`src/iscc_pkg.sv`:
```
// Shared constants and types for the insertion sort block.
package iscc_pkg;

    localparam int MaxItems   = 64;
    localparam int DataW      = 32;
    localparam int SumW       = 11;
    localparam int CountW     = $clog2(MaxItems + 1);
    localparam int GroupSize  = 8;
    localparam int NumGroups  = (MaxItems + GroupSize - 1) / GroupSize;
    localparam int GrpCntW    = $clog2(GroupSize + 1);

    typedef enum logic [1:0] {
        ST_LOAD,
        ST_CMP,
        ST_SUM,
        ST_EMIT
    } t_state;

    typedef struct packed {
        logic load;
        logic cmp;
        logic sum;
        logic shift;
    } t_cmd;

    typedef struct packed {
        logic full;
        logic last;
        logic one_left;
    } t_status;

endpackage

```
`src/iscc_ctrl.sv`:
```
// Controller: sequences load, insert, count and run output for each item.
module iscc_ctrl (
    input  logic              i_clk,
    input  logic              i_rst_n,
    input  logic              i_in_valid,
    output logic              o_in_ready,
    input  logic              i_out_ready,
    output logic              o_out_valid,
    input  iscc_pkg::t_status i_status,
    output iscc_pkg::t_cmd    o_cmd
);

    iscc_pkg::t_state r_state;
    iscc_pkg::t_state n_state;

    always_ff @(posedge i_clk) begin
        if (!i_rst_n) begin
            r_state <= iscc_pkg::ST_LOAD;
        end else begin
            r_state <= n_state;
        end
    end

    always_comb begin
        n_state = r_state;
        case (r_state)
            iscc_pkg::ST_LOAD: begin
                if (i_in_valid) begin
                    n_state = iscc_pkg::ST_CMP;
                end
            end
            iscc_pkg::ST_CMP: begin
                n_state = iscc_pkg::ST_SUM;
            end
            iscc_pkg::ST_SUM: begin
                n_state = i_status.last ? iscc_pkg::ST_EMIT : iscc_pkg::ST_LOAD;
            end
            iscc_pkg::ST_EMIT: begin
                if (i_out_ready && i_status.one_left) begin
                    n_state = iscc_pkg::ST_LOAD;
                end
            end
            default: begin
                n_state = iscc_pkg::ST_LOAD;
            end
        endcase
    end

    always_comb begin
        o_in_ready  = 1'b0;
        o_out_valid = 1'b0;
        o_cmd       = '0;
        case (r_state)
            iscc_pkg::ST_LOAD: begin
                o_in_ready = 1'b1;
                o_cmd.load = i_in_valid;
            end
            iscc_pkg::ST_CMP: begin
                o_cmd.cmp = 1'b1;
            end
            iscc_pkg::ST_SUM: begin
                o_cmd.sum = 1'b1;
            end
            iscc_pkg::ST_EMIT: begin
                o_out_valid = 1'b1;
                o_cmd.shift = i_out_ready;
            end
            default: begin
                o_cmd = '0;
            end
        endcase
    end

endmodule

```
`config.mk`:
```
export PLATFORM = sky130hd
export DESIGN_NAME = iscc_ctrl
export DESIGN_NICKNAME = d
export VERILOG_FILES = /design/src/iscc_pkg.sv /design/src/iscc_ctrl.sv
export SDC_FILE = /design/constraint.sdc
export NUM_CORES = 1
export LEC_CHECK = 0
export BUFFER_PORTS_ARGS = -buffer_cell sky130_fd_sc_hd__buf_2
export CAP_MARGIN = 20
export CORE_AREA = 3 3 40 42
export DETAILED_ROUTE_END_ITERATION = 16
export DIE_AREA = 0 0 43 45
export GPL_ROUTABILITY_DRIVEN = 0
export PLACE_DENSITY = 0.4
export SYNTH_ARGS = -nofsm -noshare
export SYNTH_HDL_FRONTEND = slang
export SYNTH_SLANG_ARGS = --single-unit
```
`constraint.sdc`:
```
create_clock -name i_clk -period 2.23 [get_ports i_clk]
set_input_delay 0.446 -clock i_clk [delete_from_list [all_inputs] [get_ports i_clk]]
set_output_delay 0.446 -clock i_clk [all_outputs]
set_load 0.1 [all_outputs]
```
After elaboration in Yosys (flattened, before gate mapping):

Index checks and enable logic that the tools add are counted.

* output and inout port bits: 6
* register bits after elaboration: 2
* logic and storage cells: 19
* input port bits: 7

* reductions and logical operators: 3
* muxes and demuxes: 10
* equality and inequality tests: 5

Operators with widths (count)
* $pmux W2 S4: 1
* $mux W1: 6
* $mux W2: 3
* $eq A2 B2 Y1 const B: 2
* $ne A2 B2 Y1 const B: 2
* $eq A2 B1 Y1 const B: 1
* $logic_not A2 Y1: 1
* $reduce_and A2 Y1: 1
* $logic_and A1 B1 Y1: 1

Longest topological paths before layout:

Gate-level depths: netlist of the first run.

* depth after elaboration: 3
* depth in mapped cells: 3
* gate-level depth less buffers: 3

Worst setup path after synthesis of the first run:

Ideal clock, no wire load.

* path kind: register -> output
* start point: register r_state[1]
* end point: output port o_cmd[3] (netlist bit)
* cell stages (with the launch flop): 3
* arrival time: 2553 ps
* slack: -769 ps
* path buffers: 0
* data required time: 1784 ps
* cell sequence: dfxtp_1 > nor2_1 > and2_1

RTL lines
* from (decl): line iscc_ctrl.sv:13 `iscc_pkg::t_state r_state;`
* from (signal assigned): line iscc_ctrl.sv:18 `r_state <= iscc_pkg::ST_LOAD;`
* from (signal assigned): line iscc_ctrl.sv:20 `r_state <= n_state;`
* to (decl): line iscc_ctrl.sv:10 `output iscc_pkg::t_cmd o_cmd`

==> results.txt, run 1 <==
outcome: completed
area delta synth->final: 75.0%
total CTS buffers: 3
total wire length: 372 um
vias in the first global route: 186
Initial Util: 10.9%
met2 Usage GRT: 6.29%
setup bufs post-CTS: 0
DR vias/cell: 3.49
crit-path max FO: 9
Pwr Density: 889 mW/mm2
Tcrit/Tclk final: 81.6%
max_cap viols: 0
H-tree depth: 1
Vias: 164
post-synthesis sequential area ratio: 28.6%
final setup TNS: 0 ns
biggest regs: r_state (2)
maximum root-to-sink buffer count: 2
largest net degree at the start of global routing: 10
fin crit period: 1.82 ns
cts-stage hold buffer count: 0
Synth Instances: 18
VDD IR max: 245 uV
port bufs: 11
clk root buf: clkbuf_4
wire length of the first global-routing pass: 648 um
detailed-route wire length per cell: 7.91 um
gr busiest metal: met4
die area: 0.00194 mm2
Clock Latency Late Sink: 0.22 ns
Setup Skew: 0.0000412 ns
most frequent cells in the layout: buf_2, nand2_1, clkbuf_4
Largest register FFs: 2
Chip Height: 45 um
share of layout cells above drive strength 1: 65.6%
Crit Path Class: reg2out
TritonRoute pass-1 iters: 1
Setup Viol. Count Final: 0
grt total ovfl: 0
Die Span X: 43 um
most common cell after layout, fill and taps aside: buf_2
diode count: 0
net count after synthesis: 25
dpl ws: 0.635 ns
RSZ-0062 raised after global routing: false
CP Launch Type: flop
fmax: 550 MHz
Max transition margin: 67.8%
# resized after CTS: 0
initial antenna violation count: 0
Detail Route Antenna Nets: 0
synthesized flop and latch total: 2
TritonCTS Sinks: 2
Netlist cell types: 13
register name with the most flops: r_state
Hold WC Path Type: in2reg
I/O Pins: 13
met1 usage: 5.74%
final hold vios: 0
Nets: 41
Worst EP required: 1.78 ns
Tot Pwr: 218 uW
crit end category: primary output
Lkg Pwr: 0.124 nW
Reg clk slew, reported paths: 0.03 ns
fin. max-slew vios: 0
Mapped Area: 140 um2
FP Rows: 13
# DRC: 0
Yosys warnings: 0
GRT Total Usage: 4.73%
final worst setup slack: 0.411 ns
GRT met3 Usage: 0%
syn avg cell area: 7.79 um2
1st-iter DRT viols: 0
Core Area: 0.00128 mm2
TritonCTS clock tree: done
Worst EP arrival: 1.37 ns
worst-margin pin slew: 0.487 ns
-- layout make-up --
type	count	area, um2
fill	150	1040
timing repair buffer	11	55.1
clock buffer	3	22.5
multi-input combinational	16	109
sequential	2	40.0
tap	15	18.8
-- routing by layer --
layer  up-vias  part of all wire [%]
met5         -                     0
met3         0                    12
li1         89                     -
met2        10                    40
met4         0                     0
met1        65                    48
-- power by group --
group	switching [mW]	internal, mW
clock	0.0192	0.0593
combinational	0.0721	0.0201
sequential	0.00805	0.0393
total	0.0993	0.119
-- cells by family after synthesis --
logic type / after synthesis / synth area share [%]
compound gates: 3 / 11.6
simple gates: 13 / 59.8
flops: 2 / 28.6
-- critical path, cell delays in order (launching register included) --
cell and delay [ns]:
dfxtp_1 0.50, and3_2 0.24, buf_2 0.42
-- synth_stat cells (all sizes together) --
library cell | number | area (um2)
a31oi | 1 | 6.26
and2 | 2 | 13.8
and2b | 2 | 17.5
and3 | 1 | 7.51
dfxtp | 2 | 40.0
nand2 | 3 | 11.3
nand2b | 1 | 13.8
nand3 | 2 | 10.0
nor2 | 1 | 3.75
nor2b | 1 | 6.26
o21ai | 2 | 10.0
-- path summary, 6_finish.rpt --
check	start	end	slack (ns)	depth (start not counted)
setup / recovery	r_state[1]	o_cmd[0]	0.41	2
hold / removal	i_rst_n	r_state[1]	0.49	3
setup reg to reg	r_state[0]	r_state[0]	1.33	3
hold reg to reg	r_state[1]	r_state[0]	0.59	1
-- stage by stage --
step	instance area, um2	hold slack [ns]	std cells	util (%)
after floorplan	149	0.526	18	-
after global placement	223	0.589	44	17.3
after detailed placement	223	0.587	44	17.3
after CTS	245	0.483	47	19.1
after global routing	245	0.519	47	19.1
final	245	0.489	47	19.1
Note: power is estimated with default switching activity, not from simulation.
==> inputs of run 2 (changes only) <==
Settings changed: ABC_AREA from default to 1, PLACE_DENSITY 0.4 to 0.41.
Clock period 2.23 ns to 1.5 ns, I/O delays scaled along.
==> results.txt, run 2 <==
CP Launch Type: flop
worst-path cell chain: nand2_2, nor2_4, buf_12
Netlist cell types: 8 (-5)
Hold WC Path Type: in2reg
critical path depth: 3 (+1)
Yosys warnings: 0 (unchanged)
top post-synthesis cells by area: dfxtp_1, inv_1, nand2_1, nor2_1, nand3_1
wire length of the first global-routing pass: 538 um (-17%)
Worst EP arrival: 1.06 ns (-0.31 ns)
Reg clk slew, reported paths: 0.03 ns (about the same)
RSZ-0062 raised after global routing: false
Crit path largest cell delay: 0.41 ns (-0.09 ns)
Tcrit/Tclk final: 90.4%
register name with the most flops: r_state
Core Area: 0.00128 mm2 (unchanged)
Worst EP required: 1.20 ns (-0.58 ns)
Pwr Density: 1090 mW/mm2 (+22%)
port bufs: 11 (unchanged)
fin. max-slew vios: 0 (unchanged)
net count after synthesis: 32 (+28%)
Chip Height: 45 um (unchanged)
Synth Instances: 25 (+7)
maximum root-to-sink buffer count: 2 (unchanged)
worst-margin pin slew: 0.205 ns (-0.282 ns)
share of the synthesized area in the top cell type: 29.4% (+0.79 points)
final hold slack: 0.282 ns (-0.207 ns)
DR vias/cell: 3.39 (-2.9%)
setup bufs post-CTS: 0 (unchanged)
fin crit period: 1.36 ns
hold depth: 3 (unchanged)
max_cap viols: 0 (unchanged)
outcome: completed
# resized after CTS: 0 (unchanged)
clk root buf: clkbuf_4
total CTS buffers: 3 (unchanged)
I/O Pins: 13 (unchanged)
cts-stage hold buffer count: 0 (unchanged)
WP buf/inv: 1 (unchanged)
FP Rows: 13 (unchanged)
synthesized flop and latch total: 2 (unchanged)
Synth Flop Type: dfxtp_1
count leader, synth: inv_1
CP max stage cell: dfxtp_1
fmax: 737 MHz
R2R depth: 6 (+3)
# DRC: 0 (unchanged)
Largest register FFs: 2 (unchanged)
Crit Path Class: reg2out
die area: 0.00194 mm2 (unchanged)
Post-synth top cells: inv_1, nand2_1, nor2_1
Finished Layout Cells: 54 (+15%)
Synth async-reset ratio: 0% (unchanged)
crit end category: primary output
Clock Latency Late Sink: 0.22 ns (about the same)
crit-path max FO: 4 (-5)
placed insts: 51 (+16%)
TritonCTS Sinks: 2 (unchanged)
Top delay family on crit path: flip-flops
TritonCTS clock tree: done
syn avg cell area: 5.46 um2 (-30%)
vias in the first global route: 151 (-19%)
area delta synth->final: 155%
Max transition margin: 86.3% (+19 points)
final hold vios: 0 (unchanged)
Initial Util: 10.6% (-0.29 points)
Die Span X: 43 um (unchanged)
final core occ: 27.1% (+8.0 points)
Setup Skew: 0.00267 ns (+0.00263 ns)
TritonRoute pass-1 iters: 1 (unchanged)
VDD IR max: 293 uV (+20%)
GRT Total Usage: 4.57% (-0.17 points)
Detail Route Antenna Nets: 0 (unchanged)
Post-synth EDFFs: 0 (unchanged)
biggest regs: r_state (2)
Yosys top cell by area: dfxtp_1
most frequent cells in the layout: inv_1, buf_12, nand2_1, buf_2, clkbuf_4
share of layout cells above drive strength 1: 59.0% (-6.7 points)
largest net degree at the start of global routing: 6 (-4)
initial antenna violation count: 0 (unchanged)
Mapped Area: 136 um2 (-2.7%)
Nets: 48 (+17%)
Setup Viol. Count Final: 0 (unchanged)
Lkg Pwr: 0.177 nW (+42%)
Vias: 183 (+12%)
grt total ovfl: 0 (unchanged)
H-tree depth: 1 (unchanged)
detailed-route wire length per cell: 6.65 um (-16%)
total wire length: 359 um (-3.5%)
1st-iter DRT viols: 0 (unchanged)
post-DP HPWL: 322 um
diode count: 0 (unchanged)
post-synthesis sequential area ratio: 29.4% (+0.79 points)
[run 2: changes by cell type after synthesis, moves of 2 or more]
cell	change
and2b_2	-2
nand2_1	+3
nor2_1	+4
inv_1	+7
[run 2: area by class of cell]
cell class	count	area (um2)
fill	148	937
timing repair buffer	11	145
multi-input combinational	15	86.3
sequential	2	41.3
inverter	8	33.8
clock buffer	3	22.5
tap	15	18.8
[run 2: tightest hold or removal path: stages]
cell     delay (ns)
buf_2          0.09
nand2_1        0.05
inv_1          0.04
[run 2: cells by family after synthesis]
group	Yosys count	share of synthesized area (%)
AND/OR/NAND/NOR	14	42.2
buffers and inverters	8	22.0
flip-flops	2	29.4
AO/OA/AOI/OAI	1	6.42
[run 2: metrics by stage]
step | setup slack (ns) | setup TNS [ns] | power, mW | instance area, um2
6_report | 0.144 | 0 | 0.379 | 348
2_1_floorplan | -0.167 | -0.234 | 0.193 | 161
4_1_cts | 0.119 | 0 | 0.390 | 348
5_1_grt | 0.0746 | 0 | 0.401 | 348
3_5_place_dp | 0.364 | 0 | 0.265 | 325
3_3_place_gp | 0.366 | 0 | 0.265 | 325
[run 2: path summary, 6_finish.rpt]
path	to	from	slack, ns
hold reg to reg	r_state[1]	r_state[0]	0.65
hold / removal	r_state[0]	i_rst_n	0.28
setup / recovery	o_cmd[0]	r_state[1]	0.14
setup reg to reg	r_state[0]	r_state[1]	0.60
[run 2: power by group]
part	leakage [nW]	switching, mW	total [mW]	internal, mW
Combinational	0.146	0.128	0.195	0.0665
Sequential	0.0168	0.00859	0.0678	0.0592
Clock	0.0138	0.0277	0.116	0.0880
[run 2: metal layers]
| metal | wire length (um) | vias to the layer above | track usage [%] |
|---|---|---|---|
| li1 | - | 101 | - |
| met1 | 127 | 73 | 3.59 |
| met2 | 185 | 7 | 5.69 |
| met3 | 37 | 2 | 3.59 |
| met4 | 9 | 0 | 7.23 |
| met5 | 0 | - | 0 |
==> inputs of run 3 (changes only) <==
Settings changed: CELL_PAD_IN_SITES_DETAIL_PLACEMENT from default to 0, CELL_PAD_IN_SITES_GLOBAL_PLACEMENT from default to 1, PLACE_DENSITY 0.41 to 0.55.
==> results.txt, run 3 (synthesized netlist as in run 2, its figures left out) <==
# DRC: 0 (unchanged)
most frequent cells in the layout: inv_1, buf_12, nand2_1, buf_2, clkbuf_4
clk root buf: clkbuf_4
Lkg Pwr: 0.177 nW (unchanged)
dpl cell area: 325 um2 (unchanged)
max_cap viols: 0 (unchanged)
DR vias/cell: 3.19 (-6.0%)
I/O Pins: 13 (unchanged)
Clock Latency Late Sink: 0.22 ns (about the same)
final hold vios: 0 (unchanged)
Max transition margin: 86.5% (+0.19 points)
port bufs: 11 (unchanged)
TritonCTS Sinks: 2 (unchanged)
1st-iter DRT viols: 2 (+2)
Core Area: 0.00128 mm2 (unchanged)
WP buf/inv: 1 (unchanged)
Vias: 172 (-6.0%)
Die Span X: 43 um (unchanged)
fmax: 737 MHz (about the same)
Setup Viol. Count Final: 0 (unchanged)
fin area: 348 um2 (unchanged)
share of layout cells above drive strength 1: 59.0% (unchanged)
setup bufs post-CTS: 0 (unchanged)
GRT Total Usage: 4.74% (+0.17 points)
Crit Path Class: reg2out
diode count: 0 (unchanged)
FILL cells: 146 (-1.4%)
detailed-route wire length per cell: 6.80 um (+2.2%)
worst-margin pin slew: 0.202 ns (-0.00281 ns)
Chip Height: 45 um (unchanged)
Tot Pwr: 381 uW (+0.76%)
# resized after CTS: 0 (unchanged)
Top delay family on crit path: flip-flops
fin crit period: 1.36 ns (+0.000501 ns)
Tcrit/Tclk final: 90.4% (about the same)
Detail Route Antenna Nets: 0 (unchanged)
FP Rows: 13 (unchanged)
Initial Util: 10.6% (unchanged)
Crit path largest cell delay: 0.41 ns (about the same)
largest net degree at the start of global routing: 6 (unchanged)
outcome: completed
H-tree depth: 1 (unchanged)
grt total ovfl: 0 (unchanged)
RSZ-0062 raised after global routing: false
initial antenna violation count: 0 (unchanged)
Hold WC Path Type: in2reg
post-DP HPWL: 321 um (-0.40%)
Reg clk slew, reported paths: 0.03 ns (about the same)
Worst EP required: 1.20 ns (about the same)
vias in the first global route: 159 (+5.3%)
cts-stage hold buffer count: 0 (unchanged)
area of the multi-input gates: 86.3 um2 (unchanged)
register name with the most flops: r_state
Setup Skew: 0.00184 ns (-0.000838 ns)
crit end category: primary output
VDD IR max: 410 uV (+40%)
Worst EP arrival: 1.06 ns (about the same)
Largest register FFs: 2 (unchanged)
CP max stage cell: dfxtp_1
total wire length: 367 um (+2.2%)
biggest regs: r_state (2)
wire length of the first global-routing pass: 600 um (+12%)
Nets: 48 (unchanged)
fin. max-slew vios: 0 (unchanged)
TritonRoute pass-1 iters: 2 (+1)
total CTS buffers: 3 (unchanged)
CP Launch Type: flop
Reg area: 41.3 um2 (unchanged)
TritonCTS clock tree: done
maximum root-to-sink buffer count: 2 (unchanged)
die area: 0.00194 mm2 (unchanged)
Pwr Density: 1100 mW/mm2 (+0.76%)
area delta synth->final: 155% (unchanged)
crit-path max FO: 4 (unchanged)
worst-path cell chain: nand2_2, nor2_4, buf_12
## run 3: cell counts in the layout (fill, tap and decap cells not counted)
Identical to the previous run, type by type.
## run 3: metal layers
layer,track usage (%),share of wire [%],vias to the layer above
met5,0,0,-
met4,5.42,0,0
met3,3.59,8.2,0
met2,6.59,50,6
met1,4.08,41,67
li1,-,-,99
## run 3: worst paths after layout
check | depth (start not counted) | slack (ns) | end | startpoint
min | 3 | 0.27 | r_state[0] | i_rst_n
max reg2reg | 6 | 0.61 | r_state[0] | r_state[1]
max | 3 | 0.14 | o_cmd[0] | r_state[1]
min reg2reg | 4 | 0.67 | r_state[0] | r_state[1]
## run 3: cell type report
type	count	share of cell area [%]
sequential	2	11.9
clock buffer	3	6.47
timing repair buffer	11	41.7
inverter	8	9.71
multi-input combinational	15	24.8
tap	15	5.40
## run 3: per-stage QoR
stage / hold slack [ns] / utilization, % / setup WS (ns) / setup TNS [ns] / cells
2_1_floorplan: 0.398 / - / -0.167 / -0.234 / 25
3_3_place_gp: 0.506 / 25.3 / 0.368 / 0 / 51
3_5_place_dp: 0.503 / 25.3 / 0.361 / 0 / 51
4_1_cts: 0.262 / 27.1 / 0.118 / 0 / 54
5_1_grt: 0.293 / 27.1 / 0.0569 / 0 / 54
6_report: 0.273 / 27.1 / 0.143 / 0 / 54
## run 3: power by group
group | leakage (nW) | total, mW | internal (mW) | switching, mW
logic | 0.146 | 0.195 | 0.0665 | 0.128
clock network | 0.0138 | 0.119 | 0.0882 | 0.0304
registers | 0.0168 | 0.0677 | 0.0592 | 0.00857
## run 3: worst register-to-register path: cells and delay by family, from the launching register on
| kind | cells | cell delay (ns) |
|---|---|---|
| DFF | 1 | 0.41 |
| buffers and inverters | 2 | 0.14 |
| and+or+nand+nor | 4 | 0.29 |
